[src/rtl/btf_pkg.sv]
// btf_pkg: widths, constants, forecast codes and stage request types
// for the barometric trend forecaster; no dependencies
package btf_pkg;

    localparam int PRESS_W     = 11;
    localparam int SUM_W       = 14;
    localparam int MAG_W       = 14;
    localparam int THR_W       = 4;
    localparam int FC_W        = 3;
    localparam int SLOPE_W     = 26;
    localparam int HALF_W      = 4;
    localparam int MIN_W       = 8;
    localparam int RECIP_W     = 44;
    localparam int RECIP_SHIFT = 30;
    localparam int PROD_W      = MAG_W + RECIP_W;
    localparam int QUO_W       = PROD_W - RECIP_SHIFT;
    localparam int NUM_END     = 5;

    localparam logic [MIN_W-1:0] WIN_END [NUM_END] = '{8'd35, 8'd60, 8'd95, 8'd120, 8'd155};
    localparam logic [MIN_W-1:0] FIRST_KNOWN_MINUTE = 8'd35;

    // slope = 130 * 65536 * diff / (1023 * window_len * half_hours)
    localparam longint unsigned SLOPE_NUM      = 64'd8519680;
    localparam longint unsigned SLOPE_DEN_BASE = 64'd1023;

    localparam logic [QUO_W-1:0] SLOPE_MAG_MAX = 28'd33554431;

    localparam logic signed [SLOPE_W-1:0] FAST_LIMIT   = 26'sd16384;
    localparam logic signed [SLOPE_W-1:0] SLOW_LIMIT   = 26'sd3277;
    localparam logic signed [SLOPE_W-1:0] STABLE_LIMIT = 26'sd3276;

    localparam logic [FC_W-1:0] FC_STABLE    = 3'd0;
    localparam logic [FC_W-1:0] FC_SLOW_RISE = 3'd1;
    localparam logic [FC_W-1:0] FC_SLOW_FALL = 3'd2;
    localparam logic [FC_W-1:0] FC_FAST_RISE = 3'd3;
    localparam logic [FC_W-1:0] FC_FAST_FALL = 3'd4;
    localparam logic [FC_W-1:0] FC_UNKNOWN   = 3'd5;
    localparam logic [FC_W-1:0] FC_NONE      = 3'd7;

    typedef struct packed {
        logic               neg;
        logic [MAG_W-1:0]   mag;
        logic [HALF_W-1:0]  half;
        logic               unknown;
        logic [PRESS_W-1:0] pressure;
        logic               force_report;
    } t_win_req;

    typedef struct packed {
        logic               neg;
        logic [QUO_W-1:0]   quo;
        logic               load;
        logic               unknown;
        logic [PRESS_W-1:0] pressure;
        logic               force_report;
    } t_slope_req;

endpackage

[src/rtl/baro_trend_forecast_core.sv]
// baro_trend_forecast_core: top level of the barometric trend forecaster
// depends on btf_pkg, btf_window, btf_slope and btf_decide
//
// One pressure sample per request gives one result: forecast code, signed
// trend (16 fraction bits) and the two report flags. The block is a four-deep
// pipeline (input register, window stage, slope multiply stage, decision and
// result register), and a new request is taken every cycle that o_stall is
// low. Empty stages let requests keep flowing while a result waits at the
// output; stall is raised only when all four stages hold requests. The slope
// uses one 14 x 44 bit multiply by a reciprocal chosen by the elapsed half
// hours. The report threshold may be written whenever no request is in
// flight.
module baro_trend_forecast_core #(
    parameter int CYCLE_MINUTES = 180,
    parameter int WINDOW_LEN    = 5
) (
    input  logic                               i_clk,
    input  logic                               i_rst_n,
    input  logic                               i_valid,
    output logic                               o_stall,
    input  logic [btf_pkg::PRESS_W-1:0]        i_pressure_hpa,
    input  logic                               i_force_report,
    output logic                               o_valid,
    input  logic                               i_stall,
    output logic [btf_pkg::FC_W-1:0]           o_forecast,
    output logic signed [btf_pkg::SLOPE_W-1:0] o_slope,
    output logic                               o_report_pressure,
    output logic                               o_report_forecast,
    input  logic                               i_cfg_we,
    input  logic [btf_pkg::THR_W-1:0]          i_cfg_wdata
);
    import btf_pkg::*;

    logic               r_v_in, r_v_win, r_v_slope, r_v_out;
    logic [PRESS_W-1:0] r_in_pressure;
    logic               r_in_force;
    logic [THR_W-1:0]   r_report_threshold;

    logic rdy_out, rdy_slope, rdy_win, rdy_in;
    logic adv_win, adv_slope, adv_out, accept;

    t_win_req   win_req;
    t_slope_req slope_req;

    assign rdy_out   = !r_v_out || !i_stall;
    assign adv_out   = r_v_slope && rdy_out;
    assign rdy_slope = !r_v_slope || rdy_out;
    assign adv_slope = r_v_win && rdy_slope;
    assign rdy_win   = !r_v_win || rdy_slope;
    assign adv_win   = r_v_in && rdy_win;
    assign rdy_in    = !r_v_in || rdy_win;
    assign accept    = i_valid && rdy_in;

    assign o_stall = !rdy_in;
    assign o_valid = r_v_out;

    always_ff @(posedge i_clk) begin
        if (!i_rst_n) begin
            r_v_in             <= 1'b0;
            r_v_win            <= 1'b0;
            r_v_slope          <= 1'b0;
            r_v_out            <= 1'b0;
            r_report_threshold <= '0;
        end else begin
            r_v_in    <= accept || (r_v_in && !adv_win);
            r_v_win   <= adv_win || (r_v_win && !adv_slope);
            r_v_slope <= adv_slope || (r_v_slope && !adv_out);
            r_v_out   <= adv_out || (r_v_out && i_stall);
            if (i_cfg_we) begin
                r_report_threshold <= i_cfg_wdata;
            end
        end
    end

    always_ff @(posedge i_clk) begin
        if (accept) begin
            r_in_pressure <= i_pressure_hpa;
            r_in_force    <= i_force_report;
        end
    end

    btf_window #(
        .CYCLE_MINUTES (CYCLE_MINUTES),
        .WINDOW_LEN    (WINDOW_LEN)
    ) u_window (
        .i_clk          (i_clk),
        .i_rst_n        (i_rst_n),
        .i_adv          (adv_win),
        .i_pressure_hpa (r_in_pressure),
        .i_force_report (r_in_force),
        .o_req          (win_req)
    );

    btf_slope #(
        .WINDOW_LEN (WINDOW_LEN)
    ) u_slope (
        .i_clk (i_clk),
        .i_adv (adv_slope),
        .i_req (win_req),
        .o_req (slope_req)
    );

    btf_decide u_decide (
        .i_clk              (i_clk),
        .i_rst_n            (i_rst_n),
        .i_adv              (adv_out),
        .i_req              (slope_req),
        .i_report_threshold (r_report_threshold),
        .o_forecast         (o_forecast),
        .o_slope            (o_slope),
        .o_report_pressure  (o_report_pressure),
        .o_report_forecast  (o_report_forecast)
    );

endmodule

[src/rtl/btf_window.sv]
// btf_window: minute counter, window sums, baseline and hold sums
// depends on btf_pkg; feeds the slope stage with a t_win_req
module btf_window #(
    parameter int CYCLE_MINUTES = 180,
    parameter int WINDOW_LEN    = 5
) (
    input  logic                         i_clk,
    input  logic                         i_rst_n,
    input  logic                         i_adv,
    input  logic [btf_pkg::PRESS_W-1:0]  i_pressure_hpa,
    input  logic                         i_force_report,
    output btf_pkg::t_win_req            o_req
);
    import btf_pkg::*;

    localparam logic [MIN_W-1:0] CYC        = MIN_W'(CYCLE_MINUTES);
    localparam logic [MIN_W-1:0] WIN        = MIN_W'(WINDOW_LEN);
    localparam logic [MIN_W-1:0] WRAP_START = MIN_W'(CYCLE_MINUTES + 1 - WINDOW_LEN);

    logic [MIN_W-1:0]   r_minute,       n_minute;
    logic               r_first_round,  n_first_round;
    logic [SUM_W-1:0]   r_window_sum,   n_window_sum;
    logic [SUM_W-1:0]   r_baseline_sum, n_baseline_sum;
    logic [SUM_W-1:0]   r_hold_sum,     n_hold_sum;
    t_win_req           r_req,          n_req;

    logic [MIN_W-1:0]   base;
    logic               start;
    logic [HALF_W-1:0]  half;
    logic               hold_now;
    logic               cycle_end;
    logic [SUM_W:0]     diff;

    always_comb begin
        base     = (r_minute >= CYC) ? WIN : r_minute;
        n_minute = base + 8'd1;

        start = (n_minute == 8'd1) || (n_minute == WRAP_START);
        for (int k = 0; k < NUM_END; k++) begin
            if (n_minute == WIN_END[k] + 8'd1 - WIN) begin
                start = 1'b1;
            end
        end
        n_window_sum = start ? SUM_W'(i_pressure_hpa)
                             : r_window_sum + SUM_W'(i_pressure_hpa);

        half     = '0;
        hold_now = 1'b0;
        for (int k = NUM_END - 1; k >= 0; k--) begin
            if (n_minute == WIN_END[k]) begin
                half     = HALF_W'(k + 1);
                hold_now = (k == NUM_END - 1);
            end
        end
        cycle_end = 1'b0;
        if (half == '0 && n_minute == CYC) begin
            half      = HALF_W'(NUM_END + 1);
            cycle_end = 1'b1;
        end
        if (n_minute == WIN) begin
            half      = '0;
            hold_now  = 1'b0;
            cycle_end = 1'b0;
        end
        if (!r_first_round && half != '0) begin
            half = half + 4'd2;
        end

        n_baseline_sum = r_baseline_sum;
        n_hold_sum     = r_hold_sum;
        n_first_round  = r_first_round;
        if (n_minute == WIN) begin
            n_baseline_sum = n_window_sum;
        end
        if (hold_now) begin
            n_hold_sum = n_window_sum;
        end
        if (cycle_end) begin
            n_baseline_sum = r_hold_sum;
            n_first_round  = 1'b0;
        end

        // slope uses the baseline from before this sample
        diff = {1'b0, n_window_sum} - {1'b0, r_baseline_sum};

        n_req.neg          = diff[SUM_W];
        n_req.mag          = diff[SUM_W] ? MAG_W'(-diff) : diff[MAG_W-1:0];
        n_req.half         = half;
        n_req.unknown      = r_first_round && (n_minute < FIRST_KNOWN_MINUTE);
        n_req.pressure     = i_pressure_hpa;
        n_req.force_report = i_force_report;
    end

    always_ff @(posedge i_clk) begin
        if (!i_rst_n) begin
            r_minute       <= '0;
            r_first_round  <= 1'b1;
            r_window_sum   <= '0;
            r_baseline_sum <= '0;
            r_hold_sum     <= '0;
        end else if (i_adv) begin
            r_minute       <= n_minute;
            r_first_round  <= n_first_round;
            r_window_sum   <= n_window_sum;
            r_baseline_sum <= n_baseline_sum;
            r_hold_sum     <= n_hold_sum;
        end
    end

    always_ff @(posedge i_clk) begin
        if (i_adv) begin
            r_req <= n_req;
        end
    end

    assign o_req = r_req;

endmodule

[src/rtl/btf_slope.sv]
// btf_slope: scales the window difference by a per-interval reciprocal
// depends on btf_pkg; takes a t_win_req, gives a t_slope_req
module btf_slope #(
    parameter int WINDOW_LEN = 5
) (
    input  logic                 i_clk,
    input  logic                 i_adv,
    input  btf_pkg::t_win_req    i_req,
    output btf_pkg::t_slope_req  o_req
);
    import btf_pkg::*;

    localparam longint unsigned SCALED = SLOPE_NUM << RECIP_SHIFT;
    localparam longint unsigned DEN_1  = SLOPE_DEN_BASE * 64'(WINDOW_LEN) * 64'd1;
    localparam longint unsigned DEN_2  = SLOPE_DEN_BASE * 64'(WINDOW_LEN) * 64'd2;
    localparam longint unsigned DEN_3  = SLOPE_DEN_BASE * 64'(WINDOW_LEN) * 64'd3;
    localparam longint unsigned DEN_4  = SLOPE_DEN_BASE * 64'(WINDOW_LEN) * 64'd4;
    localparam longint unsigned DEN_5  = SLOPE_DEN_BASE * 64'(WINDOW_LEN) * 64'd5;
    localparam longint unsigned DEN_6  = SLOPE_DEN_BASE * 64'(WINDOW_LEN) * 64'd6;
    localparam longint unsigned DEN_7  = SLOPE_DEN_BASE * 64'(WINDOW_LEN) * 64'd7;
    localparam longint unsigned DEN_8  = SLOPE_DEN_BASE * 64'(WINDOW_LEN) * 64'd8;

    // rounded-up reciprocals, exact for any 14-bit magnitude
    localparam logic [RECIP_W-1:0] RECIP_1 = RECIP_W'((SCALED + DEN_1 - 64'd1) / DEN_1);
    localparam logic [RECIP_W-1:0] RECIP_2 = RECIP_W'((SCALED + DEN_2 - 64'd1) / DEN_2);
    localparam logic [RECIP_W-1:0] RECIP_3 = RECIP_W'((SCALED + DEN_3 - 64'd1) / DEN_3);
    localparam logic [RECIP_W-1:0] RECIP_4 = RECIP_W'((SCALED + DEN_4 - 64'd1) / DEN_4);
    localparam logic [RECIP_W-1:0] RECIP_5 = RECIP_W'((SCALED + DEN_5 - 64'd1) / DEN_5);
    localparam logic [RECIP_W-1:0] RECIP_6 = RECIP_W'((SCALED + DEN_6 - 64'd1) / DEN_6);
    localparam logic [RECIP_W-1:0] RECIP_7 = RECIP_W'((SCALED + DEN_7 - 64'd1) / DEN_7);
    localparam logic [RECIP_W-1:0] RECIP_8 = RECIP_W'((SCALED + DEN_8 - 64'd1) / DEN_8);

    logic [RECIP_W-1:0] recip;
    logic [PROD_W-1:0]  prod;
    t_slope_req         r_req;
    t_slope_req         n_req;

    always_comb begin
        case (i_req.half)
            4'd1:    recip = RECIP_1;
            4'd2:    recip = RECIP_2;
            4'd3:    recip = RECIP_3;
            4'd4:    recip = RECIP_4;
            4'd5:    recip = RECIP_5;
            4'd6:    recip = RECIP_6;
            4'd7:    recip = RECIP_7;
            4'd8:    recip = RECIP_8;
            default: recip = '0;
        endcase
        prod = PROD_W'(i_req.mag) * PROD_W'(recip);

        n_req.neg          = i_req.neg;
        n_req.quo          = prod[PROD_W-1:RECIP_SHIFT];
        n_req.load         = (i_req.half != '0);
        n_req.unknown      = i_req.unknown;
        n_req.pressure     = i_req.pressure;
        n_req.force_report = i_req.force_report;
    end

    always_ff @(posedge i_clk) begin
        if (i_adv) begin
            r_req <= n_req;
        end
    end

    assign o_req = r_req;

endmodule

[src/rtl/btf_decide.sv]
// btf_decide: trend register, forecast decision and report flags
// depends on btf_pkg; takes a t_slope_req, drives the result register
module btf_decide (
    input  logic                              i_clk,
    input  logic                              i_rst_n,
    input  logic                              i_adv,
    input  btf_pkg::t_slope_req               i_req,
    input  logic [btf_pkg::THR_W-1:0]         i_report_threshold,
    output logic [btf_pkg::FC_W-1:0]          o_forecast,
    output logic signed [btf_pkg::SLOPE_W-1:0] o_slope,
    output logic                              o_report_pressure,
    output logic                              o_report_forecast
);
    import btf_pkg::*;

    logic signed [SLOPE_W-1:0] r_trend, n_trend;
    logic [PRESS_W-1:0]        r_last_pressure, n_last_pressure;
    logic [FC_W-1:0]           r_last_forecast, n_last_forecast;

    logic [FC_W-1:0]           r_forecast;
    logic signed [SLOPE_W-1:0] r_slope;
    logic                      r_report_pressure;
    logic                      r_report_forecast;

    logic [QUO_W-1:0]          mag_sat;
    logic signed [SLOPE_W-1:0] mag_s;
    logic [FC_W-1:0]           fc;
    logic [PRESS_W-1:0]        delta;
    logic                      rep_p;
    logic                      rep_f;

    always_comb begin
        mag_sat = (i_req.quo > SLOPE_MAG_MAX) ? SLOPE_MAG_MAX : i_req.quo;
        mag_s   = $signed(mag_sat[SLOPE_W-1:0]);
        n_trend = r_trend;
        if (i_req.load) begin
            n_trend = i_req.neg ? -mag_s : mag_s;
        end

        if (i_req.unknown) begin
            fc = FC_UNKNOWN;
        end else if (n_trend < -FAST_LIMIT) begin
            fc = FC_FAST_FALL;
        end else if (n_trend > FAST_LIMIT) begin
            fc = FC_FAST_RISE;
        end else if (n_trend > -FAST_LIMIT && n_trend <= -SLOW_LIMIT) begin
            fc = FC_SLOW_FALL;
        end else if (n_trend >= SLOW_LIMIT && n_trend < FAST_LIMIT) begin
            fc = FC_SLOW_RISE;
        end else if (n_trend >= -STABLE_LIMIT && n_trend <= STABLE_LIMIT) begin
            fc = FC_STABLE;
        end else begin
            // exact tie on the fast limit
            fc = FC_UNKNOWN;
        end

        delta = (i_req.pressure > r_last_pressure) ? i_req.pressure - r_last_pressure
                                                   : r_last_pressure - i_req.pressure;
        rep_p = i_req.force_report || (delta > PRESS_W'(i_report_threshold));
        rep_f = i_req.force_report || (fc != r_last_forecast);

        n_last_pressure = rep_p ? i_req.pressure : r_last_pressure;
        n_last_forecast = rep_f ? fc : r_last_forecast;
    end

    always_ff @(posedge i_clk) begin
        if (!i_rst_n) begin
            r_trend         <= '0;
            r_last_pressure <= '0;
            r_last_forecast <= FC_NONE;
        end else if (i_adv) begin
            r_trend         <= n_trend;
            r_last_pressure <= n_last_pressure;
            r_last_forecast <= n_last_forecast;
        end
    end

    always_ff @(posedge i_clk) begin
        if (i_adv) begin
            r_forecast        <= fc;
            r_slope           <= n_trend;
            r_report_pressure <= rep_p;
            r_report_forecast <= rep_f;
        end
    end

    assign o_forecast        = r_forecast;
    assign o_slope           = r_slope;
    assign o_report_pressure = r_report_pressure;
    assign o_report_forecast = r_report_forecast;

endmodule

[config.mk]
export PLATFORM = sky130hd
export DESIGN_NAME = baro_trend_forecast_core
export DESIGN_NICKNAME = d
export VERILOG_FILES = /design/src/rtl/btf_pkg.sv /design/src/rtl/baro_trend_forecast_core.sv /design/src/rtl/btf_window.sv /design/src/rtl/btf_slope.sv /design/src/rtl/btf_decide.sv
export SDC_FILE = /design/constraint.sdc
export NUM_CORES = 2
export LEC_CHECK = 0
export ABC_AREA = 1
export CORE_MARGIN = 5
export CORE_UTILIZATION = 32
export CTS_CLUSTER_SIZE = 8
export DETAILED_ROUTE_END_ITERATION = 7
export DONT_BUFFER_PORTS = 1
export GPL_TIMING_DRIVEN = 0
export HOLD_SLACK_MARGIN = 0.02
export PLACE_DENSITY = 0.42
export REMOVE_ABC_BUFFERS = 1
export SETUP_SLACK_MARGIN = 0.1
export SKIP_CTS_REPAIR_TIMING = 1
export SYNTH_ARGS = -nofsm -noshare
export SYNTH_HDL_FRONTEND = slang
export SYNTH_SLANG_ARGS = --single-unit
[constraint.sdc]
create_clock -name i_clk -period 8.9 [get_ports i_clk]
set_input_delay 0.89 -clock i_clk [delete_from_list [all_inputs] [get_ports i_clk]]
set_output_delay 0.89 -clock i_clk [all_outputs]
set_load 0.01 [all_outputs]
---- Yosys cells after proc, flatten, opt, wreduce, memory -nomap -nowiden ----
Memory sizes are Yosys's and may differ from the RTL's. A register that Yosys moved wholly into a read port is not among the register bits.
Index checks and enable logic that the tools add are counted.
storage, ports and cells
  register bits ........................... 217
  memories kept ........................... 1
  memory bits (read-only) ................. 640
  logic and storage cells ................. 150
  input port bits ......................... 21
memory list
  name             depth  bits a word  rd ports  clocked after Yosys merged registers in  wr ports  RTL line         RTL
  (no name shown)  16     40           1         1                                        0         btf_slope.sv:39  case (i_req.half)
operators by class
  reduce and logical (&&, ||, !) cells .... 44
  eq/ne operators ......................... 15
  magnitude comparators ................... 13
  multipliers ............................. 1
  add/sub/neg operators ................... 8
  multiplexer cells ....................... 37
operators by type and width
  cell                                                                                    number
  26-bit two-way mux                                                                      3
  14-bit by 44-bit multiplier with 58-bit output                                          1
  14-bit two-way mux                                                                      4
  26-bit by 13-bit greater-or-equal comparator with 1-bit output (second input constant)  2
  26-bit by 13-bit less-or-equal comparator with 1-bit output (second input constant)     2
  3-bit two-way mux                                                                       13
  8-bit by 7-bit equality test with 1-bit output (second input constant)                  4
  8-bit equality test (second input constant)                                             4
  28-bit by 25-bit > comparator with 1-bit output (second input constant)                 1
  26-bit by 15-bit > comparator with 1-bit output (second input constant)                 1
  26-bit by 16-bit > comparator with 1-bit output (second input constant)                 1
  26-bit by 15-bit less-than comparator with 1-bit output (second input constant)         1
  26-bit by 16-bit less-than comparator with 1-bit output (second input constant)         1
  26-bit negator                                                                          1
  8-bit by 6-bit equality test with 1-bit output (second input constant)                  3
  11-bit subtractor                                                                       2
  14-bit by 14-bit subtractor with 15-bit output                                          1
  14-bit by 11-bit adder with 14-bit output                                               1
  1-bit logical AND                                                                       14
  14-bit negator                                                                          1
  1-bit two-way mux                                                                       13
  11-bit > comparator                                                                     1
  11-bit by 4-bit > comparator with 1-bit output                                          1
  1-bit logical OR                                                                        11
  16 further kinds                                                                        31

---- Longest topological paths before layout ----
  depth after elaboration ................. 17
  depth in mapped cells ................... 42

---- Cells and area by module ----
From an unflattened synthesis, not the netlist that was laid out.
second synthesis, totals
  cells, all modules ...................... 4089
  area total of the unflattened synthesis .. 31253.7 um^2
modules (own cells, without submodules)
  module                    sequential area each (um^2)  times used  area each (um^2)  cells an instance
  btf_slope                 1291.2                       1           19268.5           2388
  btf_decide                1731.7                       1           5679.2            863
  btf_window                1981.9                       1           5632.9            786
  baro_trend_forecast_core  520.5                        1           673.1             52

---- Least setup slack after synthesis ----
OpenSTA, ideal clock, no wires.
  path kind ............................... register to register
  start ................................... register, netlist name u_window.o_req[13]
  end ..................................... register u_slope.r_req, in the netlist u_slope.o_req[39] (data pin)
  library setup time ...................... 0.262 ns
  clock period less this slack ............ 6.970 ns
  path slack .............................. 1.930 ns
  stages on the path, launching flop included .. 31
  data arrival time ....................... 6.708 ns
  buffers on the path ..................... 1
  cell sequence ........................... edfxtp_1 ha_1 inv_1 nor2_1 clkinv_1 nand2_1 nand2_1 clkbuf_1 nor2_1 inv_1 fa_1 inv_1 fa_1 fa_1 fa_1 fa_1 inv_1 fa_1 inv_1 ha_1 a21oi_1 o21ai_0 o21bai_1 a221oi_1 o21ai_0 nand3_1 nand2_1 a21oi_1 nor2_1 a21oi_1 xor2_1
RTL lines
  item                  RTL line         RTL
  end signal, assigned  btf_slope.sv:62  r_req <= n_req;
  end, declared         btf_slope.sv:35  t_slope_req r_req;

==> metrics <==
CORE AREA between 90000 and 100000 sq um; share of cells above drive strength 1 0.0468; switching power slightly above 7 mW; switch share 0.578; Initial Utilization 0.321; Final Slew Violations 0; die area just under 100000 sq um; drt pass-1 iters 5; Final Wtd Congestion roughly 0.96; largest area contributor in the netlist fa_1; synth warn 0; Clk pwr share 0.089; initial antenna violation count 1; CP arrival between 8000 and 9000 ps; CTS root buf clkbuf_16; crit start category flop; pin count of the biggest net entering global routing 54; remaining global-route overflow 0; Sequential Power Share 0.127; routed len/inst just under 20 microns; logic gate share of total power 0.784; Max Cap Viol 0; RSZ-0062 raised after global routing false; WS Path Type flop to flop; vias in the first global route approximately 25000; Post-synth EDFFs around 120; mapped cell area 29800 sq um; Area Overhead vs Synth 8.69%; CTS buffer count 31; Avg Inst Size Synth between 7 and 8 sq um; Worst Tran Pin Value ~1500 ps; Rows about 110; clk_lat worst skew 560 ps; min Tclk post-route roughly 8400 ps; Final HPWL DP 80.2 mm; final setup fails 0; Placed Area ~31000 sq um; clock buffer depth 3; Synth Instances approximately 3800; slowest stage delay, CP between 700 and 800 ps; crit end category flop; VDD IR max slightly above 0.0003 V; Worst EP required around 9200 ps; first-pass GRT wire length ~150 mm; main flop type after synthesis edfxtp_1; DR vias/cell between 4 and 5; share of the synthesized area in the top cell type 0.306; ranking of synthesized cells by area fa_1 31%, edfxtp_1 12%, inv_1 11%; Die X-Extent about 320 microns; Top-Level Pins 54; Final ANT Viol Nets 0; #FFs+latches synth between 200 and 250; H-tree Lvls 1; Slowest-stage cell, CP edfxtp_1; Netlist cell types between 50 and 60; post-synthesis sequential area ratio 0.185; Placed Instances roughly 4900; Iter 0 DRT Violations roughly 1600; Post-synth ARST share 0; Clock transition at path regs ~50 ps; via count roughly 24000; die height 315 microns; CTS tree yes; Crit Path Max Fanout 13; cell area after layout between 30000 and 40000 sq um; worst rel slew slack 0.0284; status completed; Pleak between 15 and 20 nW; nets@finish roughly 4400; Pwr per Cell Area 388 nW/um^2; Internal Power 5.30 mW; Hold Violations, Final 0; HP Class flop to flop; worst clock skew between 15 and 20 ps; DRC viols 0; most used cell, CP inv_1; # clock sinks approximately 220; Routed Wire Length a little under 100 mm; All-Layer GR Usage 0.199; fin cells ~5000; Tcrit/Tclk final 0.945; fmax around 0.12 GHz; number of port buffers 0
sequential cells by signal, indices dropped and copies added, names as in the netlist, 3 cells and up:
name and flops:
u_decide.r_last_pressure 11, r_in_pressure 11, u_window.o_req 32, u_decide.o_slope 26, u_window.r_hold_sum 14, u_decide.o_forecast 3
u_slope.o_req 43, u_window.r_minute 8, u_window.r_baseline_sum 14, r_report_threshold 4, u_decide.r_trend 26, u_decide.r_last_forecast 3
u_window.r_window_sum 14
metal layers:
metal / vias to the layer above / track usage / wire length (microns)
met2: 509 / 0.322 / 44900
met5: - / 0 / 20
li1: 11400 / - / -
met1: 11600 / 0.283 / 46400
met4: 2 / 0.0381 / 2260
met3: 104 / 0.0332 / 5730
per-stage QoR:
step                worst slack, ps   util  hold WS [ps]  TNS (ps)  power, mW
floorplan                      1830      -           400         0       7.92
global placement               -892  0.333           401    -11380       11.4
detailed placement             -422  0.336           405     -1360       11.4
CTS                            -460  0.346           374     -1700       12.6
global route                    141  0.349           379         0       13.9
finish                          489  0.349           415         0       12.6
final timing paths:
check / start / endpoint / slack [ps] / depth (start not counted)
max: u_window.o_req[15] / u_slope.o_req[38] / 490 / 29
min: u_window.o_req[1] / u_slope.o_req[1] / 410 / 0
max reg2reg: u_window.o_req[15] / u_slope.o_req[38] / 490 / 29
min reg2reg: u_window.o_req[1] / u_slope.o_req[1] / 410 / 0
synth_stat cells, types with 24 or more instances:
library cell / number
a21oi_1: 196
nand4_1: 29
nand2_1: 695
nor2_1: 452
nand2_2: 24
edfxtp_1: 118
ha_1: 201
o21ai_0: 140
nor3_1: 25
dfxtp_1: 99
xor2_1: 39
clkbuf_1: 80
inv_1: 846
fa_1: 455
nand3_1: 144
power groups by stage:
| stage | combinational, mW | clock (mW) | sequential, mW |
|---|---|---|---|
| 3_5_place_dp | 9.76 | 0 | 1.62 |
| 3_3_place_gp | 9.73 | 0 | 1.68 |
| 4_1_cts | 9.85 | 1.16 | 1.61 |
| 2_1_floorplan | 6.40 | 0 | 1.51 |
| 6_report | 9.84 | 1.12 | 1.60 |
| 5_1_grt | 11.1 | 1.21 | 1.61 |
cell families (layout without fill, tap and decap cells):
family          count (synthesis)  after routing  synth area share
buf+inv                       982            963             0.126
mux                             1              1          0.000378
flops                         217            217             0.185
other cells                     0              2                 0
compound gates                444            444            0.0834
xor+xnor                       62             62            0.0185
fa+ha+maj                     656            656             0.390
simple gates                 1414           1414             0.197
area by class of cell:
| cell class | instances | area, sq um |
|---|---|---|
| diodes | 2 | 5.00 |
| clock buffers | 54 | 893 |
| clock inverters | 1 | 8.76 |
| fillers | 9914 | 60500 |
| inverters | 877 | 3320 |
| multi-input cells | 2577 | 20600 |
| flip-flops and latches | 217 | 5530 |
| well taps | 1254 | 1570 |
| repair buffers | 30 | 437 |
| repair inverters | 1 | 5.00 |
worst max-delay path, delay by kind of cell, from the launching register on:
| kind | cells | cell delay [ps] |
|---|---|---|
| compound gates | 5 | 860 |
| xor+xnor | 1 | 340 |
| fa+ha+maj | 7 | 3680 |
| buf+inv | 9 | 1140 |
| flops | 1 | 790 |
| simple gates | 7 | 1380 |
placed cells by master (no fill, tap or decap), types with 17 or more instances in the layout:
cell and count:
clkbuf_16 33, o21ai_0 140, edfxtp_1 118, a21oi_1 194, clkbuf_1 21, xor2_1 39, nand4_1 29, xnor2_1 22
nor2_2 17, nand2_1 695, dfxtp_1 99, nand3_1 144, nor3_1 23, inv_1 841, nor2_1 444, nand2_2 24
fa_1 455, ha_1 201, o21bai_1 18
(Power assumes the default switching activity.)
